`src/hdl/rtd_pkg.sv`:
```
// Shared types and constants for the rtime decompressor.
// No dependencies; imported by rtd_engine, rtd_packer and rtime_decompressor_unit.
package rtd_pkg;

    // Page history and pointer sizing
    localparam int PAGE_BYTES = 4096;
    localparam int HIST_AW    = $clog2(PAGE_BYTES);
    localparam int PTR_W      = $clog2(PAGE_BYTES + 1);

    // Position table, one entry per byte value
    localparam int SYMBOL_COUNT = 256;
    localparam int SYM_W        = $clog2(SYMBOL_COUNT);

    // Output packing
    localparam int BYTES_PER_RESULT = 8;
    localparam int BYTE_IDX_W       = $clog2(BYTES_PER_RESULT);
    localparam int CNT_W            = 4;
    localparam int WORD_W           = 8 * BYTES_PER_RESULT;
    localparam int IN_TDATA_W       = 16;
    localparam int OUT_TDATA_W      = 72;

    // Configuration port
    localparam int LEN_W      = 13;
    localparam int APB_AW     = 3;
    localparam int APB_DW     = 32;
    localparam int REG_IDX_W  = 1;
    localparam logic [REG_IDX_W-1:0] REG_PAGE_LENGTH = 1'b0;
    localparam logic [LEN_W-1:0] PAGE_LENGTH_RESET = LEN_W'(4096);

    // Engine sequencer states
    typedef enum logic [1:0] {
        ST_IDLE,
        ST_LIT,
        ST_COPY
    } t_state;

    // One byte handed from the engine to the packer
    typedef struct packed {
        logic       valid;
        logic [7:0] data;
        logic       last;
        logic       full;
    } t_push;

endpackage

```
`src/hdl/rtd_packer.sv`:
```
// Output packer: gathers bytes into words of up to eight and holds one
// finished word in the output register. Depends on rtd_pkg.
module rtd_packer (
    input  logic                       i_clk,
    input  logic                       i_rst_n,
    input  rtd_pkg::t_push             i_push,
    output logic                       o_push_ok,
    output logic                       o_valid,
    input  logic                       i_ready,
    output logic [rtd_pkg::WORD_W-1:0] o_bytes,
    output logic [rtd_pkg::CNT_W-1:0]  o_count,
    output logic                       o_last,
    output logic                       o_full
);
    import rtd_pkg::*;

    logic [WORD_W-1:0] r_acc, n_acc;
    logic [CNT_W-1:0]  r_acc_cnt, n_acc_cnt;
    logic              r_acc_done;
    logic              r_acc_last;
    logic              r_acc_full;

    logic              r_out_valid;
    logic [WORD_W-1:0] r_out_bytes;
    logic [CNT_W-1:0]  r_out_cnt;
    logic              r_out_last;
    logic              r_out_full;

    logic              flush;
    logic [WORD_W-1:0] base_acc;
    logic [CNT_W-1:0]  base_cnt;

    // A finished word moves out when the output register is free or drains
    assign flush     = r_acc_done && (!r_out_valid || i_ready);
    assign o_push_ok = !r_acc_done || flush;

    // Byte insertion into the lane after the last filled one
    always_comb begin
        base_cnt = r_acc_done ? '0 : r_acc_cnt;
        base_acc = (r_acc_done || (r_acc_cnt == '0)) ? '0 : r_acc;
        n_acc    = base_acc;
        for (int j = 0; j < BYTES_PER_RESULT; j++) begin
            if (base_cnt[BYTE_IDX_W-1:0] == BYTE_IDX_W'(j)) begin
                n_acc[8*j +: 8] = i_push.data;
            end
        end
        n_acc_cnt = base_cnt + CNT_W'(1);
    end

    // Accumulator
    always_ff @(posedge i_clk) begin
        if (!i_rst_n) begin
            r_acc_cnt  <= '0;
            r_acc_done <= 1'b0;
        end else if (i_push.valid) begin
            r_acc_cnt  <= n_acc_cnt;
            r_acc_done <= (n_acc_cnt == CNT_W'(BYTES_PER_RESULT)) || i_push.last;
        end else if (flush) begin
            r_acc_cnt  <= '0;
            r_acc_done <= 1'b0;
        end
    end

    always_ff @(posedge i_clk) begin
        if (i_push.valid) begin
            r_acc      <= n_acc;
            r_acc_last <= i_push.last;
            r_acc_full <= i_push.full;
        end
    end

    // Output register
    always_ff @(posedge i_clk) begin
        if (!i_rst_n) begin
            r_out_valid <= 1'b0;
        end else if (flush) begin
            r_out_valid <= 1'b1;
        end else if (i_ready) begin
            r_out_valid <= 1'b0;
        end
    end

    always_ff @(posedge i_clk) begin
        if (flush) begin
            r_out_bytes <= r_acc;
            r_out_cnt   <= r_acc_cnt;
            r_out_last  <= r_acc_last;
            r_out_full  <= r_acc_full;
        end
    end

    assign o_valid = r_out_valid;
    assign o_bytes = r_out_bytes;
    assign o_count = r_out_cnt;
    assign o_last  = r_out_last;
    assign o_full  = r_out_full;

    // Checks
    a_cnt_in_range: assert property (@(posedge i_clk) disable iff (!i_rst_n)
        (r_acc_cnt <= CNT_W'(BYTES_PER_RESULT)))
        else $error("accumulator byte count out of range");

    a_flush_loads_out: assert property (@(posedge i_clk) disable iff (!i_rst_n)
        flush |=> (r_out_valid && (r_out_cnt != '0)))
        else $error("flushed word did not reach the output register");

    a_no_push_when_busy: assert property (@(posedge i_clk) disable iff (!i_rst_n)
        i_push.valid |-> o_push_ok)
        else $error("byte pushed while the accumulator was held");

endmodule

```
`config.mk`:
```
export PLATFORM = sky130hd
export DESIGN_NAME = rtd_packer
export DESIGN_NICKNAME = d
export VERILOG_FILES = /design/src/hdl/rtd_pkg.sv /design/src/hdl/rtd_packer.sv
export SDC_FILE = /design/constraint.sdc
export NUM_CORES = 1
export LEC_CHECK = 0
export ABC_CLOCK_PERIOD_IN_PS = 5630
export BUFFER_PORTS_ARGS = -buffer_cell sky130_fd_sc_hd__buf_2
export CAP_MARGIN = 10
export CORE_MARGIN = 2
export CORE_UTILIZATION = 58
export DETAILED_ROUTE_END_ITERATION = 12
export PLACE_DENSITY = 0.82
export REMOVE_ABC_BUFFERS = 1
export SLEW_MARGIN = 0
export SYNTH_ARGS = -nofsm -noshare
export SYNTH_HDL_FRONTEND = slang
export SYNTH_SLANG_ARGS = --single-unit
```
`constraint.sdc`:
```
create_clock -name i_clk -period 5.63 [get_ports i_clk]
set_clock_uncertainty 0.1 [all_clocks]
set_input_delay 0 -clock i_clk [delete_from_list [all_inputs] [get_ports i_clk]]
set_output_delay 0 -clock i_clk [all_outputs]
set_load 0.1 [all_outputs]
```
* Word-level counts from Yosys, hierarchy flattened
Cells that the tools add are included.
** Storage, ports and cells
- Word-level logic and storage cells :: 69
- Bits in registers :: 142
- Output and inout bits :: 72
** Operators by class
- Add/sub/neg operators :: 1
- Reduce and logical (&&, ||, !) cells :: 27
- Equal/unequal tests :: 8
- Muxes and demuxes :: 16
** Operators by type and width (number)
- two-way mux 64 bit :: 1
- two-way mux 8 bit :: 8
- nonzero test 2 bit :: 10
- AND reduction 2 bit :: 8
- equality test 3 bit, second input constant :: 4
- two-way mux 4 bit :: 3
- equality test 3 x 2 -> 1 bit, second input constant :: 2
- adder 4 x 1 -> 4 bit, second input constant :: 1
- equality test 4 bit, second input constant :: 1
- logical NOT 4 bit :: 1
- logical OR 1 bit :: 4
- two-way mux 1 bit :: 4
- equality test 3 x 1 -> 1 bit, second input constant :: 1
- logical NOT 3 bit :: 1
- logical NOT 1 bit :: 2
- logical AND 1 bit :: 1

* Logic depth before layout (Yosys ltp)
Gate-level depths: netlist of the first run.
- Depth in word-level cells :: 5
- Gate-level depth with buffers :: 6
- Depth with buffers taken out :: 6

* Least setup slack after synthesis of the first run
No wires, ideal clock.
- Path kind :: reg-to-reg
- Start :: register r_out_valid (netlist: o_valid)
- End :: register r_out_bytes[0] (netlist: o_bytes[0]), enable pin
- Arrival time :: 2.630 ns
- Path slack :: 2.464 ns
- Library setup time :: 0.436 ns
- Path buffers :: 0
- Cell stages (with the launch flop) :: 3
- Cell sequence :: dfxtp_1 -> nand2b_1 -> and2_1
** Between the ends
- Cells in the longest elaborated chain, start to end :: 3
** RTL lines
- start: declaration :: RTL line rtd_packer.sv:23 : logic r_out_valid;
- start signal: assignment :: RTL line rtd_packer.sv:75 : r_out_valid <= 1'b0;
- start signal: assignment :: RTL line rtd_packer.sv:77 : r_out_valid <= 1'b1;
- start signal: assignment :: RTL line rtd_packer.sv:79 : r_out_valid <= 1'b0;
- logical NOT 1 bit :: RTL line rtd_packer.sv:34 : assign flush = r_acc_done && (!r_out_valid || i_ready);
- logical OR 1 bit :: RTL line rtd_packer.sv:34
- logical AND 1 bit :: RTL line rtd_packer.sv:34
- net flush :: RTL line rtd_packer.sv:29 : logic flush;
- end signal: assignment :: RTL line rtd_packer.sv:85 : r_out_bytes <= r_acc;
- end: declaration :: RTL line rtd_packer.sv:24 : logic [WORD_W-1:0] r_out_bytes;
The timed path passes the listed nets, and every way through them passes these cells.
A chain may end at the register's enable or synchronous reset.

* Worst setup path in the final report of the first run
- Start :: register r_acc_done
- End :: register r_acc[27], enable pin
** Between the ends
- Cells in the longest elaborated chain, start to end :: 4
- Elaborated cells between the ends (all ways) :: 5
** RTL lines
- start: declaration :: RTL line rtd_packer.sv:19 : logic r_acc_done;
- start signal: assignment :: RTL line rtd_packer.sv:57 : r_acc_done <= (n_acc_cnt == CNT_W'(BYTES_PER_RESULT)) || i_push.last;
- two-way mux 4 bit :: RTL line rtd_packer.sv:39 : base_cnt = r_acc_done ? '0 : r_acc_cnt;
- equality test 3 x 2 -> 1 bit :: RTL line rtd_packer.sv:43 : if (base_cnt[BYTE_IDX_W-1:0] == BYTE_IDX_W'(j)) begin
- nonzero test 2 bit (no source line) *
- AND reduction 2 bit (no source line) *
- end signal: assignment :: RTL line rtd_packer.sv:66 : r_acc <= n_acc;
- end: declaration :: RTL line rtd_packer.sv:17 : logic [WORD_W-1:0] r_acc, n_acc;
Mark *: on every way between the ends. The rest lies on a longest branch, timed or not.

==> flow_summary.toml, run 1 <==
[status]
status = "finished clean"

[worst_setup_path]
timing.rr.start = "r_acc_done"
crit_chain = "nor2b_2 > inv_2 > ha_1 > o31a_1"
worstPathBufferInverterCount = 1
critPathCaptureType = "flip-flop"
start_kind = "flip-flop"
path_max_fanout = 29
cpPeakStageDelay_ps = 800
cp-startpoint = "r_acc_done"
cp_data_arrival_time_ps = 3010
critPathTopFamily = "simple AND/OR/NAND/NOR gates"
slowest_stage = "nor2b_2"
required_ps = 5760
path_class = "reg -> reg"

[placement]
placed_area_mm2 = 0.00558
place_ws_ps = 2890
io_buffer_count = 85
place.gp.congestion = 0.802
dp_hpwl_um = 5680

[timing]
tns_ps = 0
fmax_ghz = 0.347
maxSlewHeadroom = 0.374
worst_pin_slew_ps = 935
finalWorstSetupSlack_ps = 2750
setup-violations-final = 0
slew_violations = 0
rsz0062_at_grt = "false"
finalHoldViolCount = 0
final.min_clock_period_ps = 2880
period_share = 0.512

[cells_and_area]
post-route-cell-area_mm2 = 0.00638
num-fill-cells = 499
layout-drive-gt1-share = 0.311
area_growth_pct = 25.9
final_nets = 403
post-route-util = 0.743
antenna-diode-count = 0

[hold_path]
min_from = "i_push[0]"
hold_class = "in -> reg"

[logic_synthesis]
yosysMostFrequentCell = "edfxtp_1"
netlist_area_mm2 = 0.00507
synth_common_cells = "edfxtp_1 (136), and3_1 (48), and2_1 (20)"
ys_ff_latch = 142
seq_area_frac_synth = 0.829
synth_ff_type = "edfxtp_1"
synth_area_leaders = "edfxtp_1 (81%), and3_1 (5.9%), and2_1 (2.5%)"
synth-edff-count = 136
synth_top_cell_area_share = 0.806
syn_avg_cell_area_um2 = 18.5
synth_cells = 274
yosysTopAreaCell = "edfxtp_1"
synthDistinctLibCells = 28
ys_warn_count = 0
ys_async_sr_fraction = 0

[global_route]
grt_overflow_total = 0
grtUsageTotal = 0.227
grt_pass1_wl_um = 15800
grt_pass1_vias = 2913
antenna_found_initial = 0
grt_max_degree = 37

[die]
dieArea_mm2 = 0.00950
die_x_um = 97.5
start_util = 0.590
die_h_um = 97.5
io_pins = 86
num_rows = 34
coreArea_mm2 = 0.00859

[drt]
ant_nets = 0
post_drt_wl_per_cell_um = 19.7
drt_iter0_drc = 135
vias_per_cell = 5.55
vias = 2797
drt_wl_total_um = 9950
drt_first_pass_iters = 4
route.detailed.drc = 0

[cts]
numCtsBuffers = 17
cts.sinks = 142
cts_max_level = 4
clk_pin_slew_ps = 60
cts_root_buf = "clkbuf_8"
cts_tree = "yes"
cts.path.max_buffers = 2
cts_setup_buffers = 0
ctsHoldBuffers = 14
cts_resized = 0
clock_latency_ps = 520

[pwr]
power_uw = 2670
vdd_drop_max_mv = 0.254
leakage_uw = 0.00257
p_per_area_mw_per_mm2 = 419

[job]
cap_violations = 0
[cells by family after synthesis]
logic type | synth area share
flip-flops | 0.829
XOR/XNOR | 0.00173
buffers and inverters | 0.0158
AND/OR/NAND/NOR | 0.108
adder cells (fa/ha/maj) | 0.0148
AO/OA/AOI/OAI | 0.0301
[placed cells by master, fill, tap and decap left out, types with 2 or more instances in the layout]
cell and count:
and3_1 48, a211oi_1 4, o21a_1 4, nand2_1 8, nand2b_1 3, inv_1 6
o31a_1 3, buf_2 85, clkinv_4 4, clkbuf_16 16, dlygate4sd3_1 14, edfxtp_1 136
bufinv_16 6, dfxtp_1 6, nor2b_1 2, ha_1 6, a21boi_1 6, and2_1 19
[area by class of cell]
type                    count  area, µm²  share of cell area
well taps                 108        135              0.0212
repair buffers            100        573              0.0898
multi-input cells         115        786               0.123
clock inverters            14        240              0.0376
inverters                   7       26.3             0.00412
flip-flops and latches    142       4200               0.659
clock buffers              18        418              0.0655
[power breakdown]
part,leakage [µW],internal [µW],total [µW],switching (µW)
clock network,0.000317,810,1230,415
logic,0.000891,34.3,208,174
registers,0.00136,1220,1240,18.8
total,0.00257,2070,2670,608
[registers in the layout (all words and copies together), names as in the netlist]
register    cells
o_count         4
r_acc_full      1
o_last          1
o_bytes        64
r_acc_cnt       4
o_full          1
r_acc_last      1
o_valid         1
r_acc_done      1
r_acc          64
[worst register-to-register path, stage by stage (launching register included)]
cell and delay [ps]:
dfxtp_1 460, nor2b_2 800, inv_2 390, ha_1 420, o31a_1 440
[worst paths after layout]
kind	to	slack (ps)	cells past startpoint
max	r_acc[27]	2750	4
min	r_acc_full	100	2
max reg2reg	r_acc[27]	2750	4
min reg2reg	o_bytes[27]	320	0
[metrics by stage]
stage	hold slack, ps	cells
after floorplan	-1.13	264
after global placement	78.0	458
after detailed placement	78.1	458
after CTS	68.2	504
after global routing	83.7	504
final	101	504
[routing by layer]
layer  vias up  part of all wire  global-route usage
met1      1347              0.37               0.267
met3        43             0.072              0.0698
met4         0             0.044               0.142
li1       1268                 -                   -
met2       139              0.52               0.366
met5         -                 0                   0
Power figures use the tool's default switching activity.
==> run 2: changes to the inputs <==
--- a/config.mk
+++ b/config.mk
@@ -5,13 +5,13 @@
 export SDC_FILE = /design/constraint.sdc
 export NUM_CORES = 1
 export LEC_CHECK = 0
-export ABC_CLOCK_PERIOD_IN_PS = 5630
+export ABC_CLOCK_PERIOD_IN_PS = 2800
 export BUFFER_PORTS_ARGS = -buffer_cell sky130_fd_sc_hd__buf_2
 export CAP_MARGIN = 10
 export CORE_MARGIN = 2
-export CORE_UTILIZATION = 58
+export CORE_UTILIZATION = 55
 export DETAILED_ROUTE_END_ITERATION = 12
-export PLACE_DENSITY = 0.82
+export PLACE_DENSITY = 0.78
 export REMOVE_ABC_BUFFERS = 1
 export SLEW_MARGIN = 0
 export SYNTH_ARGS = -nofsm -noshare
==> constraint.sdc (replaced) <==
create_clock -name i_clk -period 2.8 [get_ports i_clk]
set_clock_uncertainty 0.1 [all_clocks]
set_input_delay 0 -clock i_clk [delete_from_list [all_inputs] [get_ports i_clk]]
set_output_delay 0 -clock i_clk [all_outputs]
set_load 0.1 [all_outputs]
==> flow_summary.toml, run 2 (same netlist as run 1, synthesis figures left out) <==
[timing]
period_share = 0.857
worst_pin_slew_ps = 736
final.min_clock_period_ps = 2400
rsz0062_at_grt = "false"
slew_violations = 0
fmax_ghz = 0.417
maxSlewHeadroom = 0.508
setup-violations-final = 0
finalHoldViolCount = 0

[cells_and_area]
layout.cells.non_filler = 513
layout_commonest_cell = "edfxtp_1"
antenna-diode-count = 0
final_cell_mix = "edfxtp_1 (136), buf_2 (85), and3_1 (48)"
final_nets = 409
area_growth_pct = 26.4
post-route-util = 0.704
num-fill-cells = 563
layout-drive-gt1-share = 0.321

[drt]
drt_iter0_drc = 163
drt_wl_total_um = 9200
drt_first_pass_iters = 4
ant_nets = 0
vias = 2775
post_drt_wl_per_cell_um = 17.9
vias_per_cell = 5.41
route.detailed.drc = 0

[cts]
clock_latency_ps = 510
cts_max_level = 4
numCtsBuffers = 17
clk_pin_slew_ps = 60
cts_root_buf = "clkbuf_8"
cts_tree = "yes"
cts.path.max_buffers = 2
cts_resized = 0
cts_setup_buffers = 0
cts.sinks = 142

[pwr]
p_per_area_mw_per_mm2 = 811
leakage_uw = 0.00258
power.switching_uw = 1210
combPwrFrac = 0.082
clkPwrFrac = 0.439
seq_power_share = 0.479
p_sw_frac = 0.233
p_int_uw = 3980
vdd_drop_max_mv = 0.425

[die]
start_util = 0.556
coreArea_mm2 = 0.00911
die_x_um = 100
dieArea_mm2 = 0.0100
num_rows = 35
die_h_um = 100
io_pins = 86

[global_route]
grt_pass1_vias = 2593
grt_max_degree = 29
antenna_found_initial = 0
grt_pass1_wl_um = 14100
grtUsageTotal = 0.195
grt_overflow_total = 0

[job]
cap_violations = 0

[worst_setup_path]
required_ps = 3100
critPathCaptureType = "flip-flop"
start_kind = "flip-flop"
path_class = "reg -> reg"
cp_data_arrival_time_ps = 2700
path_max_fanout = 6

[placement]
io_buffer_count = 85
place.gp.congestion = 0.833
place_inst = 467
dp_hpwl_um = 5720

[status]
status = "finished clean"

[hold_path]
hold_class = "in -> reg"
[run 2: what timing repair did]
action                     in CTS  in global routing
hold buffers                   14                  0
hold endpoints to repair       74                  0
setup endpoints to repair       0                  0
[run 2: layout make-up]
cell class | count | area (µm²) | area share
clock buffers | 19 | 422 | 0.0658
inverters | 7 | 26.3 | 0.00410
flip-flops and latches | 142 | 4200 | 0.656
repair buffers | 106 | 643 | 0.100
clock inverters | 13 | 189 | 0.0295
well taps | 111 | 139 | 0.0217
multi-input cells | 115 | 786 | 0.123
[run 2: per-layer routing]
layer	global-route usage	vias to the layer above	part of all wire
met2	0.301	141	0.49
li1	-	1280	-
met4	0.0611	0	0.014
met1	0.264	1338	0.42
met5	0	-	0
met3	0.0710	16	0.073
[run 2: power groups by stage]
stage	registers (µW)	clock network, µW	logic, µW
6_report	2490	2280	427
5_1_grt	2500	2410	446
4_1_cts	2490	2310	427
3_5_place_dp	2530	0	410
3_3_place_gp	2530	0	403
2_1_floorplan	2750	0	85.5
[run 2: worst paths after layout]
path	from	to	slack, ps	depth (start not counted)
worst max-delay path	r_acc_done	r_acc_cnt[2]	400	7
worst max register to register	r_acc_done	r_acc_cnt[2]	400	7
worst min-delay path	i_push[1]	r_acc_last	110	2
worst min register to register	r_acc[9]	o_bytes[9]	320	0
[run 2: critical path, stage by stage (launching register included)]
cell	delay [ps]
dfxtp_1	460
nand2b_1	210
inv_1	100
ha_1	260
ha_1	320
and2_1	150
o21a_1	150
dlygate4sd3_1	540
[run 2: metrics by stage]
| stage | setup WS [ps] | hold WS (ps) | total power [µW] | TNS, ps | area [µm²] |
|---|---|---|---|---|---|
| after floorplan | -366 | -1.13 | 2830 | -25630 | 5010 |
| after global placement | 704 | 78.4 | 2930 | 0 | 5660 |
| after detailed placement | 544 | 82.3 | 2940 | 0 | 5660 |
| after CTS | 427 | 69.8 | 5230 | 0 | 6410 |
| after global routing | 244 | 82.9 | 5350 | 0 | 6410 |
| final | 400 | 111 | 5200 | 0 | 6410 |
